--- src/rtl/mkpes_pkg.sv ---
// Package for the multi-key press event scanner: widths, mode and event codes,
// and the structs passed between lanes, merge stage and top level. No dependencies.
package mkpes_pkg;

  localparam int NUM_KEYS  = 16;
  localparam int TICK_W    = 32;
  localparam int PINS_W    = 16;
  localparam int THR_W     = 16;
  localparam int KCNT_W    = 5;
  localparam int KEY_IDX_W = 4;
  localparam int CFG_IDX_W = 3;
  localparam int CFG_DAT_W = 16;

  typedef enum logic [2:0] {
    MODE_RELEASE  = 3'd0,
    MODE_DEBOUNCE = 3'd1,
    MODE_PRESSED  = 3'd2,
    MODE_LONG     = 3'd3,
    MODE_REPEAT   = 3'd4
  } key_mode_t;

  typedef enum logic [2:0] {
    EV_NONE         = 3'd0,
    EV_PRESS        = 3'd1,
    EV_RELEASE      = 3'd2,
    EV_LONG         = 3'd3,
    EV_LONG_RELEASE = 3'd4,
    EV_REPEAT       = 3'd5
  } event_t;

  typedef enum logic [CFG_IDX_W-1:0] {
    REG_DEBOUNCE     = 3'd0,
    REG_LONG_PRESS   = 3'd1,
    REG_REPEAT_START = 3'd2,
    REG_REPEAT_INTV  = 3'd3,
    REG_KEY_COUNT    = 3'd4
  } cfg_reg_t;

  typedef struct packed {
    logic [THR_W-1:0] settle_ticks;
    logic [THR_W-1:0] hold_ticks;
    logic [THR_W-1:0] repeat_start_time;
    logic [THR_W-1:0] repeat_interval;
  } thr_cfg_t;

  typedef struct packed {
    event_t                 event_res;
    logic [KEY_IDX_W-1:0]   key_index;
  } scan_res_t;

endpackage

--- src/rtl/mkpes_if.sv ---
// Valid/ready channel interfaces for poll requests, scan results and register writes.
// Depends on mkpes_pkg.
interface mkpes_in_if;
  import mkpes_pkg::*;
  logic              valid;
  logic              ready;
  logic [TICK_W-1:0] tick;
  logic [PINS_W-1:0] pins;
  modport source (output valid, output tick, output pins, input ready);
  modport sink (input valid, input tick, input pins, output ready);
endinterface

interface mkpes_out_if;
  import mkpes_pkg::*;
  logic                 valid;
  logic                 ready;
  event_t               event_res;
  logic [KEY_IDX_W-1:0] key_index;
  modport source (output valid, output event_res, output key_index, input ready);
  modport sink (input valid, input event_res, input key_index, output ready);
endinterface

interface mkpes_cfg_if;
  import mkpes_pkg::*;
  logic                 valid;
  logic                 ready;
  logic [CFG_IDX_W-1:0] index;
  logic [CFG_DAT_W-1:0] data;
  modport source (output valid, output index, output data, input ready);
  modport sink (input valid, input index, input data, output ready);
endinterface

--- src/rtl/mkpes_lane.sv ---
// One key lane: mode, press mark and repeat mark registers plus the next-state logic.
// Depends on mkpes_pkg.
module mkpes_lane (
  input  logic                        clk,
  input  logic                        rst_n,
  input  mkpes_pkg::thr_cfg_t         thr,
  input  logic [mkpes_pkg::TICK_W-1:0] tick,
  input  logic                        down,
  input  logic                        commit,
  output mkpes_pkg::event_t           ev
);
  import mkpes_pkg::*;

  key_mode_t         mode_r, mode_nxt;
  logic [TICK_W-1:0] mark_r, mark_nxt;
  logic [TICK_W-1:0] rep_r, rep_nxt;
  logic [TICK_W-1:0] base;
  logic [TICK_W-1:0] elapsed;
  logic [THR_W-1:0]  limit;
  logic              reached;

  always_comb begin
    base    = (mode_r == MODE_REPEAT) ? rep_r : mark_r;
    elapsed = tick - base;
    case (mode_r)
      MODE_DEBOUNCE: limit = thr.settle_ticks;
      MODE_PRESSED:  limit = thr.hold_ticks;
      MODE_LONG:     limit = thr.repeat_start_time;
      default:       limit = thr.repeat_interval;
    endcase
    reached = elapsed >= {{(TICK_W-THR_W){1'b0}}, limit};
  end

  always_comb begin
    mode_nxt = mode_r;
    mark_nxt = mark_r;
    rep_nxt  = rep_r;
    ev       = EV_NONE;
    case (mode_r)
      MODE_RELEASE: begin
        if (down) begin
          mode_nxt = MODE_DEBOUNCE;
          mark_nxt = tick;
        end
      end
      MODE_DEBOUNCE: begin
        if (!down) begin
          mode_nxt = MODE_RELEASE;
        end else if (reached) begin
          mode_nxt = MODE_PRESSED;
          mark_nxt = tick;
          ev       = EV_PRESS;
        end
      end
      MODE_PRESSED: begin
        if (!down) begin
          mode_nxt = MODE_RELEASE;
          ev       = EV_RELEASE;
        end else if (reached) begin
          mode_nxt = MODE_LONG;
          mark_nxt = tick;
          ev       = EV_LONG;
        end
      end
      MODE_LONG: begin
        if (!down) begin
          mode_nxt = MODE_RELEASE;
          ev       = EV_LONG_RELEASE;
        end else if (reached) begin
          mode_nxt = MODE_REPEAT;
          rep_nxt  = tick;
        end
      end
      MODE_REPEAT: begin
        if (!down) begin
          mode_nxt = MODE_RELEASE;
        end else if (reached) begin
          rep_nxt = tick;
          ev      = EV_REPEAT;
        end
      end
      default: begin
        mode_nxt = MODE_RELEASE;
      end
    endcase
  end

  always_ff @(posedge clk) begin
    if (!rst_n) begin
      mode_r <= MODE_RELEASE;
      mark_r <= '0;
      rep_r  <= '0;
    end else if (commit) begin
      mode_r <= mode_nxt;
      mark_r <= mark_nxt;
      rep_r  <= rep_nxt;
    end
  end

endmodule

--- src/rtl/mkpes_merge.sv ---
// Merge stage: picks the lowest scanned key with an event and decides which lanes update.
// Depends on mkpes_pkg.
module mkpes_merge (
  input  mkpes_pkg::event_t [mkpes_pkg::NUM_KEYS-1:0] lane_ev,
  input  logic [mkpes_pkg::KCNT_W-1:0]                key_count,
  output logic [mkpes_pkg::NUM_KEYS-1:0]              lane_commit,
  output mkpes_pkg::scan_res_t                        res
);
  import mkpes_pkg::*;

  logic [KCNT_W-1:0] scan_n;
  logic              seen;

  assign scan_n = (key_count > KCNT_W'(NUM_KEYS)) ? KCNT_W'(NUM_KEYS) : key_count;

  always_comb begin
    seen          = 1'b0;
    lane_commit   = '0;
    res.event_res = EV_NONE;
    res.key_index = '0;
    for (int k = 0; k < NUM_KEYS; k++) begin
      if ((KCNT_W'(k) < scan_n) && !seen) begin
        lane_commit[k] = 1'b1;
        if (lane_ev[k] != EV_NONE) begin
          seen          = 1'b1;
          res.event_res = lane_ev[k];
          res.key_index = KEY_IDX_W'(k);
        end
      end
    end
  end

endmodule

--- src/rtl/multi_key_press_event_scanner_top.sv ---
// A poll request's result is registered and shown in the cycle after the request is accepted.
// Throughput: one poll per cycle while results are taken; a held result stalls input.
// The rate holds because the per-key lanes and the priority merge are combinational.
// Reset (synchronous, rst_n low): all keys in release, marks zero, registers at defaults.
// Depends on mkpes_pkg, the channel interfaces, mkpes_lane and mkpes_merge.
module multi_key_press_event_scanner_top (
  input  logic              clk,
  input  logic              rst_n,
  mkpes_in_if.sink          in_ch,
  mkpes_out_if.source       out_ch,
  mkpes_cfg_if.sink         cfg_ch
);
  import mkpes_pkg::*;

  thr_cfg_t                thr_r;
  logic [KCNT_W-1:0]       key_count_r;
  event_t [NUM_KEYS-1:0]   lane_ev;
  logic [NUM_KEYS-1:0]     lane_commit;
  scan_res_t               scan_res;
  scan_res_t               out_res_r;
  logic                    out_valid_r;
  logic                    in_take;

  assign cfg_ch.ready = 1'b1;
  assign in_ch.ready  = !out_valid_r || out_ch.ready;
  assign in_take      = in_ch.valid && in_ch.ready;

  always_ff @(posedge clk) begin
    if (!rst_n) begin
      thr_r.settle_ticks      <= THR_W'(20);
      thr_r.hold_ticks        <= THR_W'(1000);
      thr_r.repeat_start_time <= THR_W'(500);
      thr_r.repeat_interval   <= THR_W'(100);
      key_count_r             <= KCNT_W'(8);
    end else if (cfg_ch.valid) begin
      case (cfg_reg_t'(cfg_ch.index))
        REG_DEBOUNCE:     thr_r.settle_ticks      <= cfg_ch.data;
        REG_LONG_PRESS:   thr_r.hold_ticks        <= cfg_ch.data;
        REG_REPEAT_START: thr_r.repeat_start_time <= cfg_ch.data;
        REG_REPEAT_INTV:  thr_r.repeat_interval   <= cfg_ch.data;
        REG_KEY_COUNT:    key_count_r             <= cfg_ch.data[KCNT_W-1:0];
        default: begin
        end
      endcase
    end
  end

  for (genvar k = 0; k < NUM_KEYS; k++) begin : g_lane
    mkpes_lane u_lane (
      .clk    (clk),
      .rst_n  (rst_n),
      .thr    (thr_r),
      .tick   (in_ch.tick),
      .down   (!in_ch.pins[k]),
      .commit (in_take && lane_commit[k]),
      .ev     (lane_ev[k])
    );
  end

  mkpes_merge u_merge (
    .lane_ev     (lane_ev),
    .key_count   (key_count_r),
    .lane_commit (lane_commit),
    .res         (scan_res)
  );

  always_ff @(posedge clk) begin
    if (!rst_n) begin
      out_valid_r <= 1'b0;
    end else if (in_take) begin
      out_valid_r <= 1'b1;
    end else if (out_ch.ready) begin
      out_valid_r <= 1'b0;
    end
  end

  always_ff @(posedge clk) begin
    if (in_take) begin
      out_res_r <= scan_res;
    end
  end

  assign out_ch.valid     = out_valid_r;
  assign out_ch.event_res = out_res_r.event_res;
  assign out_ch.key_index = out_res_r.key_index;

endmodule

--- src/flat_wrapper.sv ---
// flat-port wrapper written by rule: the top's interface ports become plain ports
module multi_key_press_event_scanner_top_flat import mkpes_pkg::*;
  (clk, rst_n, in_ch_valid, in_ch_tick, in_ch_pins, in_ch_ready, out_ch_valid, out_ch_event_res, out_ch_key_index, out_ch_ready, cfg_ch_valid, cfg_ch_index, cfg_ch_data, cfg_ch_ready);
  mkpes_in_if in_ch_i ();
  mkpes_out_if out_ch_i ();
  mkpes_cfg_if cfg_ch_i ();
  input  logic clk;
  input  logic rst_n;
  input wire logic [$bits(in_ch_i.valid)-1:0] in_ch_valid;
  input wire logic [$bits(in_ch_i.tick)-1:0] in_ch_tick;
  input wire logic [$bits(in_ch_i.pins)-1:0] in_ch_pins;
  output wire logic [$bits(in_ch_i.ready)-1:0] in_ch_ready;
  output wire logic [$bits(out_ch_i.valid)-1:0] out_ch_valid;
  output wire logic [$bits(out_ch_i.event_res)-1:0] out_ch_event_res;
  output wire logic [$bits(out_ch_i.key_index)-1:0] out_ch_key_index;
  input wire logic [$bits(out_ch_i.ready)-1:0] out_ch_ready;
  input wire logic [$bits(cfg_ch_i.valid)-1:0] cfg_ch_valid;
  input wire logic [$bits(cfg_ch_i.index)-1:0] cfg_ch_index;
  input wire logic [$bits(cfg_ch_i.data)-1:0] cfg_ch_data;
  output wire logic [$bits(cfg_ch_i.ready)-1:0] cfg_ch_ready;
  assign in_ch_i.valid = in_ch_valid;
  assign in_ch_i.tick = in_ch_tick;
  assign in_ch_i.pins = in_ch_pins;
  assign in_ch_ready = in_ch_i.ready;
  assign out_ch_valid = out_ch_i.valid;
  assign out_ch_event_res = out_ch_i.event_res;
  assign out_ch_key_index = out_ch_i.key_index;
  assign out_ch_i.ready = out_ch_ready;
  assign cfg_ch_i.valid = cfg_ch_valid;
  assign cfg_ch_i.index = cfg_ch_index;
  assign cfg_ch_i.data = cfg_ch_data;
  assign cfg_ch_ready = cfg_ch_i.ready;
  multi_key_press_event_scanner_top u_core (.clk(clk), .rst_n(rst_n), .in_ch(in_ch_i), .out_ch(out_ch_i), .cfg_ch(cfg_ch_i));
endmodule
--- config.mk ---
export PLATFORM = sky130hd
export DESIGN_NAME = multi_key_press_event_scanner_top_flat
export DESIGN_NICKNAME = d
export VERILOG_FILES = /design/src/rtl/mkpes_pkg.sv /design/src/rtl/mkpes_if.sv /design/src/rtl/mkpes_lane.sv /design/src/rtl/mkpes_merge.sv /design/src/rtl/multi_key_press_event_scanner_top.sv /design/src/flat_wrapper.sv
export SDC_FILE = /design/constraint.sdc
export NUM_CORES = 2
export LEC_CHECK = 0
export BUFFER_PORTS_ARGS = -buffer_cell sky130_fd_sc_hd__buf_2
export CAP_MARGIN = 20
export CELL_PAD_IN_SITES_DETAIL_PLACEMENT = 0
export CELL_PAD_IN_SITES_GLOBAL_PLACEMENT = 1
export CORE_MARGIN = 2
export CORE_UTILIZATION = 40
export DETAILED_ROUTE_END_ITERATION = 10
export GPL_ROUTABILITY_DRIVEN = 0
export HOLD_SLACK_MARGIN = 0.06
export PLACE_DENSITY_LB_ADDON = 0.1
export SYNTH_ARGS = -nofsm -noshare
export SYNTH_HDL_FRONTEND = slang
export SYNTH_SLANG_ARGS = --single-unit
export TNS_END_PERCENT = 5
--- constraint.sdc ---
create_clock -name clk -period 13.8 [get_ports clk]
set_clock_uncertainty 0.2 [all_clocks]
set_input_delay 1.38 -clock clk [delete_from_list [all_inputs] [get_ports clk]]
set_output_delay 1.38 -clock clk [all_outputs]
set_load 0.02 [all_outputs]
==> summary.md <==
| Metric | Value |
|---|---|
| Leading cell type by number of instances after synthesis | `mux2i_1` |
| Result of the run | `finished clean` |
| DR DRC count | `0` |
| Share of final-layout standard cells stronger than drive strength 1 | `8.29%` |
| Detail-routed net length per standard cell | `25.3 um` |
| Effective utilization at floorplan | `40.2%` |
| Sum Neg Setup Slack | `0 ps` |
| Number of global-route vias before repair | `80,900` |
| Met2 routed WL | `157,000 um` |
| Starting DRC count in detailed routing | `8,254` |
| Height of the die | `485 um` |
| Io pins | `82` |
| Die extent in x | `485 um` |
| Startpoint of the most critical setup path | `u_core.g_lane[0].u_lane.mode_r[2]` |
| Max Freq | `0.0957 GHz` |
| Top FF cell, synth | `dfxtp_1` |
| Row Count | `176` |
| Number of buffers added for setup after CTS | `0` |
| Port Buffer Count | `80` |
| Global-route wire length before repair | `531,000 um` |
| Count of synthesis-stage warnings from yosys | `0` |
| DRT Wirelength | `362,000 um` |
| Insertion delay to the later sink of the worst-skew pair | `840 ps` |
| Pre-CTS setup slack | `3600 ps` |
| Fraction of synthesized area in multiplexers | `19.7%` |
| Filler cells | `22,800` |
| Pin count of the biggest net entering global routing | `212` |
| Post-synthesis cell type count | `118` |
| Post-route met1 wirelength | `163,000 um` |
| Growth of design area from synthesis to finish | `9.30%` |
| Transition time at the pin with the least slew margin | `1240 ps` |
| Slowest cell on crit path | `dfxtp_1` |
| Post-cts repair resize count | `0` |
| Detailed-route via count | `86,900` |
| Compound-cell area share of the yosys netlist | `19.4%` |
| Placed instance area | `95,800 um^2` |
| Crit path arrival time | `10,980 ps` |
| Final setup violating endpoints | `0` |
| Total number of nets in the final design | `12,000` |
| Cell area power density | `101 nW/um^2` |
| Max-slew headroom | `17.1%` |
| Routed met3 length | `23,400 um` |
| Synth top cells by count | `mux2i_1 (1,640), nor2_1 (1,622), dfxtp_1 (1,142)` |
| Cell type contributing the most total cell area after synthesis | `dfxtp_1` |
| Number of CTS-inserted buffers | `145` |
| Clock tree buffer depth | `3` |
| Max Used Layer | `met5` |
| Leakage | `0.0424 uW` |
| HP Class | `reg -> reg` |
| Largest stage delay, worst path | `1010 ps` |
| Required time at the worst-slack endpoint | `14,330 ps` |
| Kind of start point of the critical path | `flop` |
| Xor and xnor fraction of the mapped netlist area | `2.80%` |
| Floorplan Core Area | `230,000 um^2` |
| Hold buffer count at cts | `0` |
| TritonCTS clock tree | `yes` |
| MaxCap Viol Count | `0` |
| Fraction of the mapped netlist area in simple logic gates | `18.2%` |
| Critical register-to-register path startpoint | `u_core.g_lane[0].u_lane.mode_r[2]` |
| Die area | `235,000 um^2` |
| Number of register bits inferred by synthesis | `1,149` |
| Clk pin slew, worst setup/hold paths | `60 ps` |
| Setup repair after global routing missed its margin | `false` |
| Hold path startpoint | `u_core.g_lane[8].u_lane.rep_r[12]` |
| Max-slew violation total from the final report | `0` |
| Number of hold violations in the final report | `0` |
| Clock sinks | `1,149` |
| Proportion of synthesized chip area in sequential cells | `24.9%` |
| Fraction of post-synthesis cell area in the top cell type by area | `24.7%` |
| Period utilization | `75.7%` |
| Clock root cell | `clkbuf_16` |
| First-pass DRT Iterations | `9` |
| Total congestion overflow after global routing | `0` |
| Post-synthesis cell area | `92,600 um^2` |
| Global routing usage summed across all routing layers | `29.4%` |
| Critical Path End Type | `flop` |
| Average cell area after synthesis | `8.08 um^2` |
| Worst Path Max Fanout | `33` |
| Worst IR drop on VDD | `0.000112 V` |
| Post-synthesis adder-cell area fraction | `10.6%` |
| Remaining antenna violation count after routing | `0` |
| Final instance area | `101,000 um^2` |
| Antenna violations before repair | `43` |
| Syn Inst Count | `11,500` |
| Utilization of the core after routing | `44.0%` |
| Async set or reset register ratio after synthesis | `0%` |
| Combinational family with the most area after synthesis | `multiplexers` |
| Path type of the worst setup path | `reg -> reg` |
| Via density | `6.08` |
| Clock period minus final worst setup slack | `10,450 ps` |
| Depth of the CTS H-tree | `4` |
| PnR worst setup slack | `3350 ps` |
| Worst hold slack across all endpoints | `246 ps` |
| Dominant cells by area after synthesis | `dfxtp_1 (25%), mux2i_1 (18%), ha_1 (10%)` |
| HPWL reported at the end of detailed placement | `262,000 um` |
| Nets in the synthesized netlist | `12,300` |
| Number of enable flip-flop cells after synthesis | `7` |
-- per-layer routing --
metal / vias to the layer above / track usage (%)
met5: - / 0
met4: 8 / 12.7
met3: 708 / 4.58
met2: 3000 / 46.1
met1: 42100 / 39.9
li1: 41100 / -
-- critical path, delay by kind of cell (launching register included) --
kind	cells	cell delay (ps)
XOR/XNOR	1	150
AND/OR/NAND/NOR	9	4120
buffers and inverters	3	920
AO/OA/AOI/OAI	8	2430
flip-flops	1	1010
multiplexers	2	560
adder cells (fa/ha/maj)	3	900
-- layout by cell type (no fill, tap or decap), drive strengths merged, types with 124 or more instances in the layout --
master  netlist  layout
a22oi       124     124
nor2b       130     130
nand3       224     224
inv         209     217
nand2       767     767
o21a        137     137
nor2       1622    1622
mux2        165     165
mux2i      1640    1640
dfxtp      1142    1142
clkbuf      624     202
o21ai       435     435
ha          752     752
nor3        152     152
nand4       133     133
buf         200     359
a21o        181     181
xnor2       192     192
a21oi       967     967
-- layout make-up --
cell class	count	area, um^2	area share (%)
multi-input combinational	9268	65600	64.8
sequential	1149	23100	22.8
antenna	25	62.6	0.0618
clock buffer	199	4260	4.21
inverter	212	803	0.794
tap	3026	3790	3.74
timing repair buffer	363	2750	2.72
clock inverter	64	882	0.872
-- worst paths after layout --
check | end | slack [ps] | depth (start not counted)
worst max-delay path | u_core.g_lane[10].u_lane.rep_r[28] | 3350 | 26
worst min-delay path | u_core.g_lane[8].u_lane.rep_r[12] | 250 | 2
worst min register to register | u_core.g_lane[8].u_lane.rep_r[12] | 250 | 2
worst max register to register | u_core.g_lane[10].u_lane.rep_r[28] | 3350 | 26
-- through the flow --
stage | cells | total power, uW
3_5_place_dp | 14000 | 6070
2_1_floorplan | 11500 | 5300
3_3_place_gp | 14000 | 6040
4_1_cts | 14300 | 10200
6_report | 14300 | 10200
5_1_grt | 14300 | 10700
-- state kept, by name, indices dropped and copies added, names as in the netlist --
signal and flops:
u_core.g_lane.u_lane.mode_r 48, u_core.out_ch.valid 1, u_core.key_count_r 5, u_core.thr_r 64, u_core.g_lane.u_lane.mark_r 512, u_core.g_lane.u_lane.rep_r 512, u_core.out_ch.event_res 3, u_core.out_ch.key_index 4
-- kinds of logic after synthesis --
group | Yosys count
compound gates | 2767
other cells | 1
xor+xnor | 294
flops | 1149
fa+ha+maj | 776
simple gates | 3625
buf+inv | 1036
mux | 1805
-- where the power goes --
| group | switching, uW | internal (uW) | leakage [uW] |
|---|---|---|---|
| Clock | 1650 | 2470 | 0.00249 |
| Combinational | 1660 | 955 | 0.0306 |
| Sequential | 55.2 | 3390 | 0.00930 |
Note: power is estimated with default switching activity, not from simulation.
